===== src/design/nbb_pkg.sv =====
`timescale 1ns / 1ps
// Shared constants, types and helper functions for the net bounding box wire cost block.
// No dependencies; every other file in the design depends on this package.
package nbb_pkg;

    // Table sizing and coordinate width
    localparam int MAX_LINES  = 256;
    localparam int COORD_BITS = 16;

    // Field widths of the request and result channels
    localparam int REQ_TYPE_W = 2;
    localparam int PIN_IDX_W  = 8;
    localparam int COORD_IN_W = 16;
    localparam int WEIGHT_W   = 16;
    localparam int SPAN_W     = 16;
    localparam int FRAC_BITS  = 8;
    localparam int PROD_W     = SPAN_W + WEIGHT_W;
    localparam int COST_W     = 25;
    localparam int TOTAL_W    = 32;

    // Derived widths
    localparam int LINE_IDX_W  = $clog2(MAX_LINES);
    localparam int IDX_CMP_W   = (LINE_IDX_W + 1 > PIN_IDX_W) ? LINE_IDX_W + 1 : PIN_IDX_W;
    localparam int COORD_EXT_W = (COORD_BITS > COORD_IN_W) ? COORD_BITS : COORD_IN_W;
    localparam int SPAN_EXT_W  = (COORD_BITS > SPAN_W) ? COORD_BITS : SPAN_W;

    localparam logic [WEIGHT_W-1:0] WEIGHT_RESET = WEIGHT_W'(256);

    typedef enum logic [REQ_TYPE_W-1:0] {
        REQ_PIN    = 2'd0,
        REQ_LOAD_X = 2'd1,
        REQ_LOAD_Y = 2'd2
    } req_type_t;

    typedef logic [LINE_IDX_W-1:0] line_addr_t;
    typedef logic [COORD_BITS-1:0] coord_t;
    typedef logic [SPAN_W-1:0]     span_t;

    // Table read addresses for one finished net, plus the pending total clear
    typedef struct packed {
        line_addr_t x_lo;
        line_addr_t x_hi;
        line_addr_t y_lo;
        line_addr_t y_hi;
        logic       clr;
    } lookup_t;

    // Control that travels with a net through the cost pipeline
    typedef struct packed {
        logic valid;
        logic clr;
    } stage_ctl_t;

    // Saturate a pin index to the last table line
    function automatic line_addr_t clamp_line(input logic [PIN_IDX_W-1:0] idx);
        logic [IDX_CMP_W-1:0] ext;
        ext = IDX_CMP_W'(idx);
        if (ext >= IDX_CMP_W'(MAX_LINES))
            return line_addr_t'(MAX_LINES - 1);
        else
            return ext[LINE_IDX_W-1:0];
    endfunction

    // Check a load index against the table depth
    function automatic logic line_in_range(input logic [PIN_IDX_W-1:0] idx);
        return IDX_CMP_W'(idx) < IDX_CMP_W'(MAX_LINES);
    endfunction

    // Narrow a load index to a table address
    function automatic line_addr_t line_addr(input logic [PIN_IDX_W-1:0] idx);
        logic [IDX_CMP_W-1:0] ext;
        ext = IDX_CMP_W'(idx);
        return ext[LINE_IDX_W-1:0];
    endfunction

    // Fit an incoming coordinate to the stored width
    function automatic coord_t to_coord(input logic [COORD_IN_W-1:0] v);
        logic [COORD_EXT_W-1:0] ext;
        ext = COORD_EXT_W'(v);
        return ext[COORD_BITS-1:0];
    endfunction

    // Span between two line coordinates, clamped at zero, cut to field width
    function automatic span_t span_of(input coord_t hi, input coord_t lo);
        coord_t                d;
        logic [SPAN_EXT_W-1:0] ext;
        d   = hi - lo;
        ext = SPAN_EXT_W'(d);
        if (hi < lo)
            return '0;
        else
            return ext[SPAN_W-1:0];
    endfunction

endpackage


===== src/design/nbb_box_track.sv =====
`timescale 1ns / 1ps
// Bounding box tracker: keeps the current net's min/max line indices and a pending
// total clear, and produces the table addresses for the net's box. Depends on nbb_pkg.
module nbb_box_track (
    input  logic                          clk,
    input  logic                          rst_n,
    input  logic                          pin_take,
    input  logic [nbb_pkg::PIN_IDX_W-1:0] pin_x,
    input  logic [nbb_pkg::PIN_IDX_W-1:0] pin_y,
    input  logic                          last_pin,
    input  logic                          first_net,
    output nbb_pkg::lookup_t              lookup
);
    import nbb_pkg::*;

    logic [PIN_IDX_W-1:0] x_min_reg, x_max_reg, y_min_reg, y_max_reg;
    logic [PIN_IDX_W-1:0] x_min_next, x_max_next, y_min_next, y_max_next;
    logic                 open_reg;
    logic                 clr_pend_reg;

    // Grow the box, or open it on the first pin of a net
    always_comb
    begin
        if (open_reg)
        begin
            x_min_next = (pin_x < x_min_reg) ? pin_x : x_min_reg;
            x_max_next = (pin_x > x_max_reg) ? pin_x : x_max_reg;
            y_min_next = (pin_y < y_min_reg) ? pin_y : y_min_reg;
            y_max_next = (pin_y > y_max_reg) ? pin_y : y_max_reg;
        end
        else
        begin
            x_min_next = pin_x;
            x_max_next = pin_x;
            y_min_next = pin_y;
            y_max_next = pin_y;
        end
    end

    // Table addresses for the box as it stands after this pin
    always_comb
    begin
        lookup.x_lo = clamp_line(x_min_next);
        lookup.x_hi = clamp_line(x_max_next);
        lookup.y_lo = clamp_line(y_min_next);
        lookup.y_hi = clamp_line(y_max_next);
        lookup.clr  = clr_pend_reg | first_net;
    end

    // Advance box state on each accepted pin
    always_ff @(posedge clk or negedge rst_n)
    begin
        if (!rst_n)
        begin
            x_min_reg    <= '0;
            x_max_reg    <= '0;
            y_min_reg    <= '0;
            y_max_reg    <= '0;
            open_reg     <= 1'b0;
            clr_pend_reg <= 1'b0;
        end
        else if (pin_take)
        begin
            x_min_reg    <= x_min_next;
            x_max_reg    <= x_max_next;
            y_min_reg    <= y_min_next;
            y_max_reg    <= y_max_next;
            open_reg     <= !last_pin;
            clr_pend_reg <= last_pin ? 1'b0 : (clr_pend_reg | first_net);
        end
    end

endmodule


===== config.mk =====
export PLATFORM = sky130hd
export DESIGN_NAME = nbb_box_track
export DESIGN_NICKNAME = d
export VERILOG_FILES = /design/src/design/nbb_pkg.sv /design/src/design/nbb_box_track.sv
export SDC_FILE = /design/constraint.sdc
export NUM_CORES = 1
export LEC_CHECK = 0
export BUFFER_PORTS_ARGS = -buffer_cell sky130_fd_sc_hd__buf_4
export CORE_UTILIZATION = 42
export DETAILED_ROUTE_END_ITERATION = 12
export HOLD_SLACK_MARGIN = 0.05
export PLACE_DENSITY = 0.66
export SETUP_SLACK_MARGIN = 0.1
export SYNTH_ARGS = -nofsm -noshare
export SYNTH_HDL_FRONTEND = slang
export SYNTH_SLANG_ARGS = --single-unit

===== constraint.sdc =====
create_clock -name clk -period 3.1 [get_ports clk]
set_input_delay 0.775 -clock clk [delete_from_list [all_inputs] [get_ports clk]]
set_output_delay 0.775 -clock clk [all_outputs]
set_load 0.1 [all_outputs]

=== Yosys cells after proc, flatten, opt, wreduce, memory -nomap -nowiden ===
Index checks and enable logic that the tools add are counted.

* $lt $le $gt $ge: 4
* Mux-type cells: 9
* Bitwise logic cells: 1
* Reduce and logical (&&, ||, !) cells: 1

{| class="wikitable"
|+ Operators by type and width
! operator !! count
|-
| $mux W8 || 8
|-
| $gt A8 B8 Y1 || 2
|-
| $lt A8 B8 Y1 || 2
|-
| $logic_not A1 Y1 || 1
|-
| $mux W1 || 1
|-
| $or A1 B1 Y1 || 1
|}

* Register bits after elaboration: 34
* Input bits: 21

=== Depth between registers and ports, before layout ===
* Word-level depth: 3
* Depth in mapped cells: 8
* Gate-level depth less buffers: 7

=== Least setup slack after synthesis ===
No wires, ideal clock.

* Path type: input-to-output
* Start: input pin_y[7] in the netlist's numbering
* End: output lookup[10] in the netlist's numbering
* Arrival: 3.714 ns
* Data required time: 2.325 ns
* Slack: -1.389 ns
* Cell stages on the path: 6
* Cell sequence: ha_1 nand4_1 nor2_1 a21oi_1 clkbuf_1 o21ai_0

{| class="wikitable"
|+ RTL lines
! item !! RTL line !! text
|-
| from (decl) || nbb_box_track.sv:9 || <nowiki>input logic [nbb_pkg::PIN_IDX_W-1:0] pin_y,</nowiki>
|-
| to (decl) || nbb_box_track.sv:12 || <nowiki>output nbb_pkg::lookup_t lookup</nowiki>
|}

==> results.json <==
{
  "holdWs_ns": 0.430,
  "wl_per_cell_um": 19.1,
  "vias_per_cell": 5.81,
  "track_usage_pct": 26.0,
  "drtIter0Drc": 121,
  "final_antenna_net_count": 0,
  "drc": 0,
  "fin_ws_ns": -0.206,
  "ys_warn_count": 0,
  "synth_cell_types": 40,
  "cp_cell_sequence": "buf_8 -> buf_12 -> ha_4 -> a21o_1 -> a21oi_4 -> buf_6 -> buf_6 -> o221ai_2 -> a311o_2 -> buf_12",
  "routed_wl_um": 9360,
  "die-area_mm2": 0.00692,
  "ioPinCount": 54,
  "failed_checks": "negative setup slack",
  "clock_skew_ns": 0.00781,
  "grt_max_degree": 35,
  "synth_area_leader_cell": "dfrtp_1",
  "synth_area_leaders": "dfrtp_1 31%, mux2_2 16%, ha_1 14%",
  "synth_edf_count": 0,
  "dr.max_layer_used": "met4",
  "setup_viol": 31,
  "wl_met3_um": 299,
  "die_w_um": 83.2,
  "postSynthAreaPerCell_um2": 9.39,
  "cp_top_family": "compound AO/OA/AOI/OAI gates",
  "maxSlewViolCount": 0,
  "critPathArrivalTime_ns": 2.53,
  "max_freq_mhz": 302,
  "gp_congestion": 0.801,
  "final_hold_viol_count": 0,
  "finalCriticalPeriod_ns": 3.31,
  "syn-cell-area_mm2": 0.00277,
  "rows": 29,
  "clkLatencyLatePin_ns": 0.30,
  "critPathBufInv": 5,
  "antenna_found_initial": 0,
  "setup_tns_ns": -4.59,
  "met2WireLength_um": 5040,
  "synth_cells": 295,
  "n_antenna_cell": 0,
  "synth_nets": 346,
  "overflow": 0,
  "h-tree-depth": 2,
  "cp_max_fo": 4,
  "relSlewSlack_pct": 58.4,
  "seq_area_um2": 851,
  "vias": 2847,
  "crit_path_top_delay_cell": "a311o_2",
  "wl_met1_um": 3730,
  "place_area_mm2": 0.00385,
  "fin_area_mm2": 0.00504,
  "cp-start-kind": "input port",
  "synth_ff_type": "dfrtp_1",
  "drtPass1Iterations": 4,
  "multi_input_area_mm2": 0.00229,
  "crit_type": "input port to output port",
  "initial_core_util_pct": 43.6,
  "worst_setup_path_end_kind": "output port",
  "area_growth_pct": 81.8,
  "die_h_um": 83.2,
  "worstMarginPinSlew_ns": 0.622,
  "dp_slack_ns": -0.328,
  "yosys.area.top_type_share_pct": 30.7,
  "cts_num_sinks": 34,
  "yosysSeqAreaShare_pct": 30.7,
  "min_period_over_period_pct": 107,
  "grt_pass1_wl_um": 14300,
  "required_ns": 2.32,
  "rsz0062_at_grt": "yes",
  "status": "finished, violations left",
  "cts_hold_buf": 0,
  "cts_root_buf": "clkbuf_8",
  "synthArstFlopShare_pct": 100,
  "path_clk_slew_ns": 0.08,
  "min-delay-path-class": "input port to asynchronous set/reset pin",
  "fill_cells": 362,
  "cts_tree": "done",
  "first_global_vias": 2888,
  "core_area_mm2": 0.00635,
  "cts_buffer_depth": 2,
  "numPortBuffers": 53,
  "dpl.hpwl_um": 5440,
  "synth-seq-cells": 34,
  "max_stage_delay_ns": 0.40,
  "cts_buffers": 5,
  "max-cap-violations": 0,
  "nNetsFinal": 463,
  "layout-drive-gt1-share_pct": 60.8
}
==> layout by cell type (no fill, tap or decap), types with 3 or more instances in the layout <==
cell type / instances
buf_4: 53
inv_1: 38
buf_12: 35
dfrtp_1: 34
buf_6: 26
mux2_2: 24
ha_4: 21
nand3_1: 18
mux2_4: 16
nand2_1: 12
o21ai_4: 8
a311o_2: 8
a221o_1: 8
buf_8: 8
o21ai_0: 7
nand2_2: 6
a21oi_1: 6
ha_1: 6
nand4_1: 5
a21oi_2: 5
nor3_2: 5
o221ai_1: 5
clkbuf_8: 5
nor2_1: 4
nor2b_1: 3
a211oi_2: 3
nor2_2: 3
nor3_1: 3
o221ai_2: 3
ha_2: 3
==> cell type report <==
class	count	area share (%)
multi-input cells	209	45.5
repair buffers	123	30.5
flip-flops and latches	34	16.9
inverters	39	2.96
well taps	77	1.91
clock buffers	5	1.37
clock inverters	3	0.894
==> cell families (layout without fill, tap and decap cells) <==
logic type,count (synthesis),after routing,share of synthesized area (%)
DFF,34,34,30.7
AOI/OAI and AO/OA,70,70,19.2
adders and majority gates,30,30,13.6
and+or+nand+nor,68,68,12.2
muxes,41,41,16.6
buffers and inverters,52,170,7.77
==> cells in the mapped netlist (2+ instances only) <==
master    number
a211oi_1       3
clkbuf_1       7
mux2_2        40
dfrtp_1       34
nand4_1        5
a311o_1        2
nor2_1         7
nor2b_1        3
a21oi_1       11
o21ai_0       18
a311o_2        6
o221ai_1       8
nand2_1       19
nand3_1       18
buf_6          2
inv_1         39
ha_1          30
buf_2          4
a221o_1        8
nor3_1         9
o211ai_1       2
a21o_1         2
==> stage by stage <==
stage	utilization, %	std cells
global placement	60.7	456
floorplan	-	295
detailed placement	60.7	456
finish	79.3	490
CTS	75.0	481
global route	79.3	490
==> layer usage <==
layer	track usage, %	up-vias
met5	0	-
met4	6.27	0
met3	3.68	23
met2	50.6	81
met1	29.5	1427
li1	-	1316
==> worst paths after layout <==
path                              start           end  slack [ns]  cells after the start
min in group clk           y_min_reg[2]  y_min_reg[2]        0.51                      1
setup / recovery               pin_x[6]    lookup[26]       -0.21                     10
setup reg to reg           y_min_reg[2]  y_min_reg[3]        0.56                     10
hold / removal                    rst_n  x_max_reg[7]        0.43                      1
hold reg to reg            y_min_reg[2]  y_min_reg[2]        0.51                      1
max in group asynchronous         rst_n  y_min_reg[0]        2.34                      1
==> repair_timing <==
action | CTS | global route
buffers inserted | 16 | 9
endpoints found under the hold margin | 0 | 0
pin swaps | 29 | 34
gates cloned | 1 | 0
endpoints found under the setup margin | 32 | 32
resized for setup | 149 | 45
Power is left out: the tool's default activity adds up to more than one toggle a clock period on the data nets, which glitch-free logic cannot reach.
