[src/design/nbb_pkg.sv]
`timescale 1ns / 1ps
// Shared constants, types and helper functions for the net bounding box wire cost block.
// No dependencies; every other file in the design depends on this package.
package nbb_pkg;

    // Table sizing and coordinate width
    localparam int MAX_LINES  = 256;
    localparam int COORD_BITS = 16;

    // Field widths of the request and result channels
    localparam int REQ_TYPE_W = 2;
    localparam int PIN_IDX_W  = 8;
    localparam int COORD_IN_W = 16;
    localparam int WEIGHT_W   = 16;
    localparam int SPAN_W     = 16;
    localparam int FRAC_BITS  = 8;
    localparam int PROD_W     = SPAN_W + WEIGHT_W;
    localparam int COST_W     = 25;
    localparam int TOTAL_W    = 32;

    // Derived widths
    localparam int LINE_IDX_W  = $clog2(MAX_LINES);
    localparam int IDX_CMP_W   = (LINE_IDX_W + 1 > PIN_IDX_W) ? LINE_IDX_W + 1 : PIN_IDX_W;
    localparam int COORD_EXT_W = (COORD_BITS > COORD_IN_W) ? COORD_BITS : COORD_IN_W;
    localparam int SPAN_EXT_W  = (COORD_BITS > SPAN_W) ? COORD_BITS : SPAN_W;

    localparam logic [WEIGHT_W-1:0] WEIGHT_RESET = WEIGHT_W'(256);

    typedef enum logic [REQ_TYPE_W-1:0] {
        REQ_PIN    = 2'd0,
        REQ_LOAD_X = 2'd1,
        REQ_LOAD_Y = 2'd2
    } req_type_t;

    typedef logic [LINE_IDX_W-1:0] line_addr_t;
    typedef logic [COORD_BITS-1:0] coord_t;
    typedef logic [SPAN_W-1:0]     span_t;

    // Table read addresses for one finished net, plus the pending total clear
    typedef struct packed {
        line_addr_t x_lo;
        line_addr_t x_hi;
        line_addr_t y_lo;
        line_addr_t y_hi;
        logic       clr;
    } lookup_t;

    // Control that travels with a net through the cost pipeline
    typedef struct packed {
        logic valid;
        logic clr;
    } stage_ctl_t;

    // Saturate a pin index to the last table line
    function automatic line_addr_t clamp_line(input logic [PIN_IDX_W-1:0] idx);
        logic [IDX_CMP_W-1:0] ext;
        ext = IDX_CMP_W'(idx);
        if (ext >= IDX_CMP_W'(MAX_LINES))
            return line_addr_t'(MAX_LINES - 1);
        else
            return ext[LINE_IDX_W-1:0];
    endfunction

    // Check a load index against the table depth
    function automatic logic line_in_range(input logic [PIN_IDX_W-1:0] idx);
        return IDX_CMP_W'(idx) < IDX_CMP_W'(MAX_LINES);
    endfunction

    // Narrow a load index to a table address
    function automatic line_addr_t line_addr(input logic [PIN_IDX_W-1:0] idx);
        logic [IDX_CMP_W-1:0] ext;
        ext = IDX_CMP_W'(idx);
        return ext[LINE_IDX_W-1:0];
    endfunction

    // Fit an incoming coordinate to the stored width
    function automatic coord_t to_coord(input logic [COORD_IN_W-1:0] v);
        logic [COORD_EXT_W-1:0] ext;
        ext = COORD_EXT_W'(v);
        return ext[COORD_BITS-1:0];
    endfunction

    // Span between two line coordinates, clamped at zero, cut to field width
    function automatic span_t span_of(input coord_t hi, input coord_t lo);
        coord_t                d;
        logic [SPAN_EXT_W-1:0] ext;
        d   = hi - lo;
        ext = SPAN_EXT_W'(d);
        if (hi < lo)
            return '0;
        else
            return ext[SPAN_W-1:0];
    endfunction

endpackage

[src/design/nbb_ifs.sv]


interface nbb_res_if;
    logic                        valid;
    logic                        ready;
    logic [nbb_pkg::SPAN_W-1:0]  half_width;
    logic [nbb_pkg::SPAN_W-1:0]  half_height;
    logic [nbb_pkg::COST_W-1:0]  net_cost;
    logic [nbb_pkg::TOTAL_W-1:0] total_cost;

    modport source (output valid, half_width, half_height, net_cost, total_cost,
                    input ready);
    modport sink   (input valid, half_width, half_height, net_cost, total_cost,
                    output ready);
endinterface


[src/design/nbb_cost_pipe.sv]
`timescale 1ns / 1ps
// Cost pipeline: spans, weighted height product, net cost, saturating total and the
// result register, with per-stage flow control. Depends on nbb_pkg and nbb_res_if.
module nbb_cost_pipe (
    input  logic                         clk,
    input  logic                         rst_n,
    input  nbb_pkg::stage_ctl_t          s1,
    input  nbb_pkg::coord_t              x_hi,
    input  nbb_pkg::coord_t              x_lo,
    input  nbb_pkg::coord_t              y_hi,
    input  nbb_pkg::coord_t              y_lo,
    input  logic [nbb_pkg::WEIGHT_W-1:0] weight,
    output logic                         s1_free,
    nbb_res_if.source                    res
);
    import nbb_pkg::*;

    stage_ctl_t s2_reg, s3_reg, s4_reg;
    logic       out_valid_reg;
    logic       en2, en3, en4, en_out;

    span_t               hx2_reg, hy2_reg;
    span_t               hx3_reg, hy3_reg;
    logic [PROD_W-1:0]   prod3_reg;
    span_t               hx4_reg, hy4_reg;
    logic [COST_W-1:0]   cost4_reg;
    logic [TOTAL_W-1:0]  total_reg;
    logic [TOTAL_W-1:0]  total_next;
    logic [TOTAL_W:0]    total_sum;
    logic [COST_W-1:0]   cost_next;
    span_t               hw_out_reg, hh_out_reg;
    logic [COST_W-1:0]   cost_out_reg;

    // Each stage moves when it is empty or the stage after it is moving
    assign en_out  = !out_valid_reg || res.ready;
    assign en4     = !s4_reg.valid || en_out;
    assign en3     = !s3_reg.valid || en4;
    assign en2     = !s2_reg.valid || en3;
    assign s1_free = !s1.valid || en2;

    // Net cost: width plus weighted height with the fraction dropped
    assign cost_next = COST_W'(hx3_reg) + COST_W'(prod3_reg[PROD_W-1:FRAC_BITS]);

    // Running total, cleared by the first net and pinned at full scale
    always_comb
    begin
        total_sum  = (s4_reg.clr ? (TOTAL_W + 1)'(0) : (TOTAL_W + 1)'(total_reg))
                     + (TOTAL_W + 1)'(cost4_reg);
        total_next = total_sum[TOTAL_W] ? '1 : total_sum[TOTAL_W-1:0];
    end

    // Stage valids, output valid and total
    always_ff @(posedge clk or negedge rst_n)
    begin
        if (!rst_n)
        begin
            s2_reg        <= '0;
            s3_reg        <= '0;
            s4_reg        <= '0;
            out_valid_reg <= 1'b0;
            total_reg     <= '0;
        end
        else
        begin
            if (en2)
                s2_reg <= s1;
            if (en3)
                s3_reg <= s2_reg;
            if (en4)
                s4_reg <= s3_reg;
            if (en_out)
            begin
                out_valid_reg <= s4_reg.valid;
                if (s4_reg.valid)
                    total_reg <= total_next;
            end
        end
    end

    // Stage payloads
    always_ff @(posedge clk)
    begin
        if (en2)
        begin
            hx2_reg <= span_of(x_hi, x_lo);
            hy2_reg <= span_of(y_hi, y_lo);
        end
        if (en3)
        begin
            hx3_reg   <= hx2_reg;
            hy3_reg   <= hy2_reg;
            prod3_reg <= PROD_W'(hy2_reg) * PROD_W'(weight);
        end
        if (en4)
        begin
            hx4_reg   <= hx3_reg;
            hy4_reg   <= hy3_reg;
            cost4_reg <= cost_next;
        end
        if (en_out)
        begin
            hw_out_reg   <= hx4_reg;
            hh_out_reg   <= hy4_reg;
            cost_out_reg <= cost4_reg;
        end
    end

    assign res.valid       = out_valid_reg;
    assign res.half_width  = hw_out_reg;
    assign res.half_height = hh_out_reg;
    assign res.net_cost    = cost_out_reg;
    assign res.total_cost  = total_reg;

    // A blocked pipeline entry means every stage is full and the result is held
    a_stall_only_when_full: assert property (@(posedge clk) disable iff (!rst_n)
        !s1_free |-> (s1.valid && s2_reg.valid && s3_reg.valid && s4_reg.valid
                      && out_valid_reg && !res.ready))
        else $error("pipeline stalled with an empty stage");

    // The total always covers the net that was just added
    a_total_covers_cost: assert property (@(posedge clk) disable iff (!rst_n)
        out_valid_reg |-> (TOTAL_W'(cost_out_reg) <= total_reg))
        else $error("total below net cost");

    // Net cost never falls below the width span
    a_cost_covers_width: assert property (@(posedge clk) disable iff (!rst_n)
        out_valid_reg |-> (COST_W'(hw_out_reg) <= cost_out_reg))
        else $error("net cost below half width");

    // A unity vertical weight makes the cost the plain half perimeter
    a_unity_weight: assert property (@(posedge clk) disable iff (!rst_n)
        (out_valid_reg && weight == WEIGHT_RESET)
        |-> (cost_out_reg == COST_W'(hw_out_reg) + COST_W'(hh_out_reg)))
        else $error("unity weight cost mismatch");

endmodule

[src/flat_wrapper.sv]
// flat-port wrapper written by rule: the top's interface ports become plain ports
module nbb_cost_pipe_flat import nbb_pkg::*;
  (clk, rst_n, s1, x_hi, x_lo, y_hi, y_lo, weight, s1_free, res_valid, res_half_width, res_half_height, res_net_cost, res_total_cost, res_ready);
  nbb_res_if res_i ();
  input  logic clk;
  input  logic rst_n;
  input  nbb_pkg::stage_ctl_t s1;
  input  nbb_pkg::coord_t x_hi;
  input  nbb_pkg::coord_t x_lo;
  input  nbb_pkg::coord_t y_hi;
  input  nbb_pkg::coord_t y_lo;
  input  logic [nbb_pkg::WEIGHT_W-1:0] weight;
  output logic s1_free;
  output wire logic [$bits(res_i.valid)-1:0] res_valid;
  output wire logic [$bits(res_i.half_width)-1:0] res_half_width;
  output wire logic [$bits(res_i.half_height)-1:0] res_half_height;
  output wire logic [$bits(res_i.net_cost)-1:0] res_net_cost;
  output wire logic [$bits(res_i.total_cost)-1:0] res_total_cost;
  input wire logic [$bits(res_i.ready)-1:0] res_ready;
  assign res_valid = res_i.valid;
  assign res_half_width = res_i.half_width;
  assign res_half_height = res_i.half_height;
  assign res_net_cost = res_i.net_cost;
  assign res_total_cost = res_i.total_cost;
  assign res_i.ready = res_ready;
  nbb_cost_pipe u_core (.clk(clk), .rst_n(rst_n), .s1(s1), .x_hi(x_hi), .x_lo(x_lo), .y_hi(y_hi), .y_lo(y_lo), .weight(weight), .s1_free(s1_free), .res(res_i));
endmodule
[config.mk]
export PLATFORM = sky130hd
export DESIGN_NAME = nbb_cost_pipe_flat
export DESIGN_NICKNAME = d
export VERILOG_FILES = /design/src/design/nbb_pkg.sv /design/src/design/nbb_ifs.sv /design/src/design/nbb_cost_pipe.sv /design/src/flat_wrapper.sv
export SDC_FILE = /design/constraint.sdc
export NUM_CORES = 1
export LEC_CHECK = 0
export BUFFER_PORTS_ARGS = -buffer_cell sky130_fd_sc_hd__buf_2
export CAP_MARGIN = 5
export CELL_PAD_IN_SITES_DETAIL_PLACEMENT = 0
export CELL_PAD_IN_SITES_GLOBAL_PLACEMENT = 1
export CORE_MARGIN = 4
export CORE_UTILIZATION = 39
export DETAILED_ROUTE_END_ITERATION = 8
export PLACE_DENSITY = 0.79
export SYNTH_ARGS = -nofsm -noshare
export SYNTH_HDL_FRONTEND = slang
export SYNTH_SLANG_ARGS = --single-unit
[constraint.sdc]
create_clock -name clk -period 7.8 [get_ports clk]
set_clock_uncertainty 0.2 [all_clocks]
set_input_delay 0.78 -clock clk [delete_from_list [all_inputs] [get_ports clk]]
set_output_delay 0.78 -clock clk [all_outputs]
set_load 0.02 [all_outputs]
### Yosys cells after proc, flatten, opt, wreduce, memory -nomap -nowiden

Index checks and enable logic that the tools add are counted.

* register bits after elaboration: 249
* input port bits: 85
* logic and storage cells: 39

* add/subtract/negate cells: 4
* $mul: 1
* $lt $le $gt $ge: 2
* multiplexer cells: 2
* reduce and logical (&&, ||, !) cells: 11

Operator list (count)
* $mux W32: 2
* $add A33 B25 Y33: 1
* $lt A16 B16 Y1: 2
* $mul A16 B16 Y32: 1
* $sub A16 B16 Y16: 2
* $add A16 B24 Y25: 1
* $logic_not A1 Y1: 5
* $logic_or A1 B1 Y1: 5
* $reduce_and A2 Y1: 1

### Logic depth before layout (Yosys ltp)

Gate-level depths: netlist of run 1.

* word-level depth: 6
* gate-level depth with buffers: 23

### Worst setup path before layout of run 1

No wires, ideal clock.

* path kind: input to register
* start point: input weight[7] (netlist name)
* end point: register u_core.prod3_reg[30], data pin
* library setup time: 0.262 ns
* arrival: 5.996 ns
* data required time: 7.338 ns
* setup slack: 1.343 ns
* stages: 22
* cell sequence: clkbuf_1 > nand2_1 > fa_1 > inv_1 > fa_1 > inv_1 > fa_1 > inv_1 > fa_1 > fa_1 > inv_1 > fa_1 > inv_1 > ha_1 > a21o_1 > a211o_1 > a31o_1 > a21oi_1 > o31a_1 > o21a_1 > o21ai_1 > xor2_1

* cells in the longest elaborated chain, start to end: 1

RTL lines
* start: declaration: RTL line flat_wrapper.sv:12 `input logic [nbb_pkg::WEIGHT_W-1:0] weight;`
* $mul A16 B16 Y32: RTL line nbb_cost_pipe.sv:92 `prod3_reg <= PROD_W'(hy2_reg) * PROD_W'(weight);`
* end signal: assignment: RTL line nbb_cost_pipe.sv:92
* end: declaration: RTL line nbb_cost_pipe.sv:24 `logic [PROD_W-1:0] prod3_reg;`

Every way passes these cells.
A chain may end at the register's enable or synchronous reset.

### Worst setup path after layout of run 1

* start point: register u_core.hy2_reg[11]
* end point: register u_core.prod3_reg[26], data pin

* cells in the longest elaborated chain, start to end: 1

RTL lines
* start: declaration: RTL line nbb_cost_pipe.sv:22 `span_t hx2_reg, hy2_reg;`
* start signal: assignment: RTL line nbb_cost_pipe.sv:86 `hy2_reg <= span_of(y_hi, y_lo);`
* $mul A16 B16 Y32: RTL line nbb_cost_pipe.sv:92

Every way passes these cells.

==> results of run 1 <==
## how the worst max path moves through the flow
stage	startpoint	endpoint	slack, ns	cells after the start
2_1_floorplan	weight[7]	u_core.prod3_reg[30]	1.34	22
3_3_place_gp	weight[7]	u_core.prod3_reg[30]	0.98	22
3_5_place_dp	weight[7]	u_core.prod3_reg[28]	0.91	22
4_1_cts	u_core.hy2_reg[11]	u_core.prod3_reg[26]	1.05	20
5_1_grt	u_core.hy2_reg[13]	u_core.prod3_reg[30]	0.77	19
6_report	u_core.hy2_reg[11]	u_core.prod3_reg[26]	1.11	20
## synth_stat cells, types with 3 or more instances
library cell	n	area share (%)
dfrtp_1	39	5.0
o21ai_1	20	0.51
o31ai_1	6	0.23
buf_2	3	0.077
o22a_1	27	1.2
xnor2_1	51	2.3
nand2_1	192	3.7
xor2_1	37	1.7
fa_1	197	20
ha_1	174	11
nor2_1	72	1.4
nor3_1	18	0.46
and2_1	114	3.7
nor2b_1	39	1.3
o21a_1	5	0.19
o21bai_1	3	0.12
o21ai_0	21	0.54
nand3_1	20	0.51
a21oi_1	68	1.7
a211oi_1	6	0.23
o311ai_1	3	0.13
nand2b_1	16	0.51
inv_1	312	6.0
nand4_1	10	0.32
or3_1	4	0.13
a31oi_1	8	0.26
a21boi_1	6	0.23
a21o_1	40	1.5
and3_1	10	0.32
clkbuf_1	43	0.83
edfxtp_1	202	31
## cell type report
| class | instances | area [um^2] | share of cell area, % |
|---|---|---|---|
| multi-input combinational | 1208 | 11070 | 50.42 |
| sequential | 241 | 7042 | 32.09 |
| inverter | 312 | 1171 | 5.336 |
| timing repair buffer | 184 | 943.4 | 4.299 |
| tap | 664 | 830.8 | 3.786 |
| clock buffer | 35 | 715.7 | 3.261 |
| clock inverter | 15 | 175.2 | 0.7982 |
| antenna | 1 | 2.502 | 0.01140 |
## routing by layer
| layer | global-route usage (%) | up-vias | part of all wire [%] |
|---|---|---|---|
| met4 | 2.913 | 2 | 1.5 |
| met5 | 0 | - | 0.045 |
| met2 | 27.41 | 293 | 48 |
| li1 | - | 6253 | - |
| met3 | 2.790 | 46 | 5.4 |
| met1 | 21.10 | 6341 | 45 |
## report_power, final
group / switching, mW / internal [mW]
Clock: 0.511 / 0.752
Sequential: 0.312 / 2.15
Combinational: 3.59 / 2.81
Total: 4.41 / 5.71
## worst register-to-register path: cells and delay by family (launching register included)
kind,cells,cell delay (ns)
xor+xnor,1,0.08
buf+inv,3,0.15
compound gates,8,1.57
flops,1,0.86
fa+ha+maj,7,3.36
simple gates,1,0.19
## kinds of logic (layout without fill, tap and decap cells)
family | after synthesis | count (layout) | share of synthesized area [%]
AO/OA/AOI/OAI | 245 | 245 | 8.693
flip-flops | 241 | 241 | 36.16
buffers and inverters | 362 | 546 | 7.055
multiplexers | 3 | 3 | 0.1670
XOR/XNOR | 88 | 88 | 3.958
other | 0 | 1 | 0
adder cells (fa/ha/maj) | 371 | 371 | 31.43
AND/OR/NAND/NOR | 501 | 501 | 12.54
==> qor.txt, run 1 <==
via count normalized by instance count: 4.863
total die area: 0.05357 mm^2
instance area at placement: 0.02105 mm^2
count of input and output buffers: 175
GRT Residual Overflow: 0
Tcrit/Tclk final: 85.82%
number of H-tree levels: 1
violation count after the first detailed-route iteration: 665
Setup violations, final: 0
fraction of registers with async set or reset after synthesis: 16.18%
Netlist Area Pre-Place: 0.01947 mm^2
worst slack at placement: 0.9131 ns
number of filler instances in the final layout: 4,604
fraction of final layout cells with drive strength greater than 1: 12.43%
root buffer cell: clkbuf_16
category of the worst setup path capture point: flip-flop
clock-pin slew on the worst setup and hold paths: 0.07 ns
cell type with the highest occurrence count on the critical path: fa_1
maximum single-stage delay on the critical path: 0.86 ns
overall power after layout: 10.13 mW
Hold Worst Slack: 0.1889 ns
Static Leakage: 10.49 nW
RSZ-0062 raised after global routing: no
DR pass1 iterations: 5
VDD IR max: 0.3682 mV
CP Max Fanout: 17
CP top delay family: adder cells
number of clock buffers inserted by TritonCTS: 27
mean instance size in the synthesized netlist: 10.75 um^2
Vias: 12,940
register bit total from synthesis: 241
number of primary I/O pins: 176
Final Critical Period: 6.694 ns
end-of-flow core utilization: 44.65%
number of failing hold endpoints at the final stage: 0
clock tree from TritonCTS: built
headroom to the max-slew limit: 28.10%
area inside the core boundary: 0.04915 mm^2
CTS-repair resized insts: 0
Main synth FF type: edfxtp_1
pin count of the biggest net entering global routing: 60
number of unique standard cell types used by synthesis: 67
number of antenna violations at the first check in global routing: 2
outcome: finished clean
maximum clock path buffer count: 3
Worst-Skew Late Latency: 0.56 ns
GRT Overall Usage: 15.82%
wire length of the first global-routing pass: 69,350 um
horizontal die dimension: 231.5 um
antenna-violating nets left: 0
Warnings, synthesis: 0
CP arrival: 6.78 ns
Row Count: 81
count of maximum capacitance violations: 0
Placed Cells incl. Taps: 2,609
number of flops mapped to enable cells by yosys: 202
critical setup path kind: reg2reg
category of the worst setup path launch point: flip-flop
vias in the first global route: 13,630
count of buffers added by post-CTS timing repair for setup: 0
Req. time, crit path: 7.89 ns
syn nets: 2,267
TritonCTS sink count: 241
area of all placed cells without fillers: 0.02195 mm^2
Power Density: 461.5 mW/mm^2
flip-flop count of the largest register after layout: 32
number of cells produced by synthesis: 1,811
total count of max-transition violations in the final report: 0
R2R setup slack: 1.11 ns
post-route worst setup slack: 1.106 ns
Reg2Reg Capture Point: u_core.prod3_reg[26]
achievable clock frequency: 0.1494 GHz
placed wire-length estimate: 33,440 um
most common cell after layout, fill and taps aside: inv_1
leading cell types in the layout, fill and taps excluded: inv_1 (311), edfxtp_1 (202), fa_1 (197)
worst reg-to-reg path cell count: 20
nets: 2,430
count of placed standard cells in the final layout, fillers left out: 2,660
die height: 231.5 um
slew at the pin with the worst max-slew slack: 1.079 ns
Post-route DRC: 0
Area Growth Syn to Fin: 12.70%
share of synthesized area occupied by flip-flops and latches: 36.16%
Placer Congestion: 0.8524
Critical Path Slowest Stage Cell: edfxtp_1
routed wirelength normalized by instance count: 15.84 um
starting density of the core: 39.62%
number of hold buffers added after CTS: 0
path type of the worst min-delay path: in2async
source of the worst register-to-register timing path: u_core.hy2_reg[11]
CP Buf/Inv Count: 3
CP cell instances: nand2_1 -> fa_1 -> fa_1 -> fa_1 -> inv_1 -> fa_1 -> fa_1 -> inv_1 -> fa_1 -> inv_1 -> ha_1 -> a21o_1 -> a21o_1 -> a21o_1 -> a31o_2 -> a21oi_1 -> o21a_1 -> o21ai_2 -> a31oi_1 -> xnor2_1
sum of routed wire length over all layers: 42,140 um
setup TNS after final layout: 0 ns
No activity file was read; power rests on OpenSTA's default activity.
==> run 2, diff against run 1 <==
--- a/config.mk
+++ b/config.mk
@@ -5,6 +5,7 @@
 export SDC_FILE = /design/constraint.sdc
 export NUM_CORES = 1
 export LEC_CHECK = 0
+export ABC_AREA = 1
 export BUFFER_PORTS_ARGS = -buffer_cell sky130_fd_sc_hd__buf_2
 export CAP_MARGIN = 5
 export CELL_PAD_IN_SITES_DETAIL_PLACEMENT = 0
@@ -12,7 +13,7 @@
 export CORE_MARGIN = 4
 export CORE_UTILIZATION = 39
 export DETAILED_ROUTE_END_ITERATION = 8
-export PLACE_DENSITY = 0.79
+export PLACE_DENSITY = 0.81
 export SYNTH_ARGS = -nofsm -noshare
 export SYNTH_HDL_FRONTEND = slang
 export SYNTH_SLANG_ARGS = --single-unit
==> qor.txt, run 2 <==
adder-cell share of the synthesized area: 27.71% (-3.7 points)
nets: 3,312 (+36%)
area of all placed cells without fillers: 0.02457 mm^2 (+12%)
Yosys top cell by area: edfxtp_1
flip-flop count of the largest register after layout: 32 (unchanged)
cell with the most instances after synthesis: nand2_1
Row Count: 86 (+6.2%)
violation count after the first detailed-route iteration: 1,033 (+55%)
antenna-violating nets left: 0 (unchanged)
TritonCTS sink count: 241 (unchanged)
die height: 246.0 um (+6.3%)
number of primary I/O pins: 176 (unchanged)
critical setup path kind: reg2reg
headroom to the max-slew limit: 31.75% (+3.6 points)
share of synthesized area occupied by flip-flops and latches: 31.88% (-4.3 points)
Req. time, crit path: 7.92 ns (+0.03 ns)
maximum clock path buffer count: 3 (unchanged)
via count normalized by instance count: 4.818 (-0.91%)
worst reg-to-reg path cell count: 19 (-5.0%)
Critical Path Sink: u_core.prod3_reg[31]
wire length of the first global-routing pass: 95,810 um (+38%)
number of H-tree levels: 1 (unchanged)
number of hold buffers added after CTS: 0 (unchanged)
multiplexer share of the synthesized area: 0% (-0.17 points)
leading cell types in the layout, fill and taps excluded: nand2_1 (738), inv_1 (639), edfxtp_1 (202)
count of buffers added by post-CTS timing repair for setup: 0 (unchanged)
total die area: 0.06050 mm^2 (+13%)
Tcrit/Tclk final: 80.89% (-4.9 points)
routed wirelength normalized by instance count: 16.50 um (+4.2%)
CP arrival: 6.43 ns (-0.35 ns)
vias in the first global route: 18,020 (+32%)
instance area at placement: 0.02366 mm^2 (+12%)
xor and xnor fraction of the mapped netlist area: 2.260% (-1.7 points)
Warnings, synthesis: 0 (unchanged)
slew at the pin with the worst max-slew slack: 1.024 ns (-0.05473 ns)
maximum single-stage delay on the critical path: 1.00 ns (+0.14 ns)
Final Critical Period: 6.310 ns (-0.3845 ns)
total count of max-transition violations in the final report: 0 (unchanged)
source of the worst register-to-register timing path: u_core.hy2_reg[14]
Post-route DRC: 0 (unchanged)
post-synthesis compound-gate area fraction: 5.829% (-2.9 points)
largest family of logic cells by synthesized area: adder cells
area inside the core boundary: 0.05563 mm^2 (+13%)
number of cells produced by synthesis: 2,718 (+50%)
antenna cells: 0 (-1)
starting density of the core: 39.70% (+0.083 points)
Worst-Skew Late Latency: 0.57 ns (about the same)
placed wire-length estimate: 48,070 um (+44%)
number of antenna violations at the first check in global routing: 0 (-2)
number of flops mapped to enable cells by yosys: 202 (unchanged)
origin of the worst setup path: u_core.hy2_reg[14]
number of filler instances in the final layout: 5,598 (+22%)
Vias: 17,470 (+35%)
fraction of registers with async set or reset after synthesis: 16.18% (unchanged)
syn nets: 3,174 (+40%)
Netlist Area Pre-Place: 0.02209 mm^2 (+13%)
number of clock buffers inserted by TritonCTS: 27 (unchanged)
number of unique standard cell types used by synthesis: 46 (-31%)
most common cell after layout, fill and taps aside: nand2_1
GRT Overall Usage: 19.99% (+4.2 points)
DR pass1 iterations: 6 (+1)
count of input and output buffers: 175 (unchanged)
clock tree from TritonCTS: built
portion of synthesized cell area occupied by the leading cell type: 27.46% (-3.7 points)
GRT Residual Overflow: 0 (unchanged)
Reg2Reg Capture Point: u_core.prod3_reg[31]
top cell types by occurrence after synthesis: nand2_1 (738), inv_1 (642), edfxtp_1 (202)
Setup violations, final: 0 (unchanged)
sum of routed wire length over all layers: 59,810 um (+42%)
CTS-repair resized insts: 0 (unchanged)
area share of and/or/nand/nor cells after synthesis: 20.04% (+7.5 points)
Critical Path Slowest Stage Cell: edfxtp_1
CP Max Fanout: 17 (unchanged)
CP cell instances: nand2_1 -> fa_1 -> fa_1 -> inv_1 -> fa_1 -> fa_1 -> fa_1 -> inv_1 -> fa_1 -> inv_1 -> ha_1 -> a21oi_1 -> o21ai_0 -> a21oi_1 -> nor2_1 -> nor2_1 -> nand2_1 -> nand2_1 -> nand2_1
category of the worst setup path launch point: flip-flop
CP Buf/Inv Count: 3 (unchanged)
mean instance size in the synthesized netlist: 8.126 um^2 (-24%)
horizontal die dimension: 246.0 um (+6.3%)
R2R setup slack: 1.49 ns (+0.38 ns)
Placer Congestion: 0.8792 (+3.1%)
pin count of the biggest net entering global routing: 62 (+3.3%)
Area Growth Syn to Fin: 11.26%
register bit total from synthesis: 241 (unchanged)
number of failing hold endpoints at the final stage: 0 (unchanged)
fraction of final layout cells with drive strength greater than 1: 8.898% (-3.5 points)
most area-consuming cells after synthesis: edfxtp_1 (27%), fa_1 (18%), nand2_1 (13%)
RSZ-0062 raised after global routing: no
outcome: finished clean
category of the worst setup path capture point: flip-flop
path type of the worst min-delay path: in2async
CP top delay family: adder cells
root buffer cell: clkbuf_16
number of gates on the worst path with buffers counted: 19 (-5.0%)
Main synth FF type: edfxtp_1
setup TNS after final layout: 0 ns (unchanged)
clock-pin slew on the worst setup and hold paths: 0.07 ns (about the same)
cell type with the highest occurrence count on the critical path: fa_1
count of maximum capacitance violations: 0 (unchanged)
achievable clock frequency: 0.1585 GHz (+6.1%)
-- run 2: per-stage QoR --
step	worst slack, ns	instances	hold slack [ns]	util, %
after floorplan	1.698	2718	0.2003	-
after global placement	1.476	3575	0.2007	42.53
after detailed placement	1.529	3575	0.2045	42.53
after CTS	1.525	3625	0.1782	44.17
after global routing	1.172	3625	0.2192	44.17
final	1.490	3625	0.1643	44.17
-- run 2: cells by family after synthesis --
kind of cell | Yosys count
flops | 241
buf+inv | 717
fa+ha+maj | 371
compound gates | 234
simple gates | 1098
xor+xnor | 57
-- run 2: layer usage --
layer  vias to the layer above  part of all wire (%)  GRT usage [%]
li1                       8580                     -              -
met1                      8388                    44          26.21
met2                       398                    49          35.62
met3                       101                   4.1          1.883
met4                         0                   2.6          5.139
met5                         -                     0              0
-- run 2: worst min path at each step --
| stage | from | end | slack [ns] | cells after the start |
|---|---|---|---|---|
| after floorplan | u_core.hx2_reg[0] | u_core.hx3_reg[0] | 0.20 | 0 |
| after global placement | u_core.hx2_reg[15] | u_core.hx3_reg[15] | 0.20 | 0 |
| after detailed placement | u_core.hx2_reg[9] | u_core.hx3_reg[9] | 0.20 | 0 |
| after CTS | rst_n | u_core.res.total_cost[30] | 0.18 | 1 |
| after global routing | rst_n | u_core.res.total_cost[30] | 0.22 | 1 |
| final | rst_n | u_core.res.total_cost[31] | 0.16 | 1 |
-- run 2: area by class of cell --
| class | instances | area [um^2] | area share, % |
|---|---|---|---|
| timing repair buffer | 182 | 928.4 | 3.778 |
| clock buffer | 29 | 683.2 | 2.780 |
| inverter | 644 | 2417 | 9.838 |
| tap | 748 | 935.9 | 3.809 |
| multi-input combinational | 1760 | 12340 | 50.20 |
| sequential | 241 | 7042 | 28.66 |
| clock inverter | 21 | 230.2 | 0.9369 |
Power of run 2 is left out: the tool's default activity adds up to more than one toggle a clock period on the data nets, which glitch-free logic cannot reach.
==> run 3, diff against run 2 <==
==> constraint.sdc (replaced) <==
create_clock -name clk -period 6.5 [get_ports clk]
set_clock_uncertainty 0.2 [all_clocks]
set_input_delay 0.65 -clock clk [delete_from_list [all_inputs] [get_ports clk]]
set_output_delay 0.65 -clock clk [all_outputs]
set_load 0.02 [all_outputs]
==> qor.txt, run 3 (synthesis gave the netlist of run 2 again) <==
Post-route DRC: 0 (unchanged)
number of failing hold endpoints at the final stage: 0 (unchanged)
outcome: finished clean
antenna cells: 0 (unchanged)
slew at the pin with the worst max-slew slack: 0.9601 ns (-0.06374 ns)
area of all placed cells without fillers: 0.02462 mm^2 (+0.20%)
die height: 246.0 um (unchanged)
number of primary I/O pins: 176 (unchanged)
total die area: 0.06050 mm^2 (unchanged)
headroom to the max-slew limit: 36.00% (+4.2 points)
most common cell after layout, fill and taps aside: nand2_1
number of filler instances in the final layout: 5,574 (-0.43%)
total count of max-transition violations in the final report: 0 (unchanged)
CP cell instances: nand2_1 -> fa_1 -> inv_1 -> fa_1 -> fa_1 -> fa_1 -> fa_1 -> inv_1 -> fa_1 -> inv_1 -> ha_1 -> a21oi_1 -> o21ai_0 -> a21oi_1 -> nor2_1 -> nor2_1 -> nand2_1 -> nand2_1 -> nand2_1
path type of the worst min-delay path: in2async
sum of routed wire length over all layers: 59,800 um (about the same)
CP Max Fanout: 16 (-1)
number of hold buffers added after CTS: 0 (unchanged)
RSZ-0062 raised after global routing: no
critical setup path kind: reg2reg
routed wirelength normalized by instance count: 16.44 um (-0.35%)
count of maximum capacitance violations: 0 (unchanged)
maximum clock path buffer count: 3 (unchanged)
Tcrit/Tclk final: 93.90% (+13 points)
count of input and output buffers: 175 (unchanged)
vias in the first global route: 17,760 (-1.4%)
Req. time, crit path: 6.63 ns (-1.29 ns)
TritonCTS sink count: 241 (unchanged)
category of the worst setup path capture point: flip-flop
Row Count: 86 (unchanged)
nets: 3,324 (+0.36%)
violation count after the first detailed-route iteration: 1,125 (+8.9%)
Setup violations, final: 0 (unchanged)
CP top delay family: adder cells
maximum single-stage delay on the critical path: 0.90 ns (-0.10 ns)
horizontal die dimension: 246.0 um (unchanged)
placed wire-length estimate: 48,250 um (+0.37%)
achievable clock frequency: 0.1638 GHz (+3.4%)
area of the multi-input gates: 0.01234 mm^2 (unchanged)
area inside the core boundary: 0.05563 mm^2 (unchanged)
number of antenna violations at the first check in global routing: 0 (unchanged)
cell type with the highest occurrence count on the critical path: fa_1
number of clock buffers inserted by TritonCTS: 27 (unchanged)
register area: 0.007042 mm^2 (unchanged)
GRT Residual Overflow: 0 (unchanged)
clock-pin slew on the worst setup and hold paths: 0.06 ns (about the same)
setup TNS after final layout: 0 ns (unchanged)
Critical Path Slowest Stage Cell: edfxtp_1
pin count of the biggest net entering global routing: 61 (-1.6%)
number of H-tree levels: 1 (unchanged)
R2R setup slack: 0.40 ns (-1.09 ns)
Worst-Skew Late Latency: 0.56 ns (about the same)
starting density of the core: 39.70% (unchanged)
GRT Overall Usage: 19.81% (-0.18 points)
CP Buf/Inv Count: 3 (unchanged)
flip-flop count of the largest register after layout: 32 (unchanged)
CP arrival: 6.23 ns (-0.20 ns)
wire length of the first global-routing pass: 95,210 um (-0.63%)
antenna-violating nets left: 0 (unchanged)
Area Growth Syn to Fin: 11.48%
fraction of final layout cells with drive strength greater than 1: 9.242% (+0.34 points)
DR pass1 iterations: 5 (-1)
CTS-repair resized insts: 0 (unchanged)
Vias: 17,560 (+0.56%)
via count normalized by instance count: 4.829 (+0.22%)
Final Critical Period: 6.103 ns (-0.2061 ns)
clock tree from TritonCTS: built
Placer Congestion: 0.9048 (+2.9%)
leading cell types in the layout, fill and taps excluded: nand2_1 (738), inv_1 (639), edfxtp_1 (202)
root buffer cell: clkbuf_16
instance area at placement: 0.02376 mm^2 (+0.43%)
category of the worst setup path launch point: flip-flop
count of buffers added by post-CTS timing repair for setup: 0 (unchanged)
[run 3: cell count changes in the layout (fill, tap and decap cells not counted), moves of 3 or more]
cell	before	now
buf_4	7	18
bufinv_16	3	0
clkbuf_8	0	4
inv_6	4	1
[run 3: layout make-up]
type                       instances  share of cell area (%)
tap                              748                   3.801
clock inverter                    15                  0.4624
clock buffer                      35                   3.029
inverter                         644                   9.818
multi-input combinational       1760                   50.10
sequential                       241                   28.60
timing repair buffer             194                   4.187
[run 3: worst paths after layout]
check / cells past startpoint / startpoint / to
setup / recovery: 19 / u_core.hy2_reg[9] / u_core.prod3_reg[31]
hold / removal: 1 / rst_n / u_core.res.total_cost[6]
setup reg to reg: 19 / u_core.hy2_reg[9] / u_core.prod3_reg[31]
hold reg to reg: 0 / u_core.hy3_reg[5] / u_core.hy4_reg[5]
max in group asynchronous: 1 / rst_n / u_core.s2_reg[0]
min in group clk: 2 / s1[1] / u_core.s2_reg[1]
[run 3: per-layer routing]
layer,share of wire [%],global-route usage [%],vias to the layer above
met1,44,26.37,8477
met2,49,34.73,413
li1,-,-,8603
met5,0,0,-
met4,2.0,4.572,0
met3,5.0,2.329,71
[run 3: stage by stage]
step                      hold slack (ns)  util, %  setup WS (ns)  instances
after floorplan                    0.1544        -         0.5276       2718
after global placement             0.2005    42.71         0.3254       3587
after detailed placement           0.2045    42.71         0.3331       3587
after CTS                         0.04955    44.26         0.4198       3637
after global routing              0.09446    44.26        0.04048       3637
final                             0.04308    44.26         0.3965       3637
Power of run 3 is left out for the same reason.
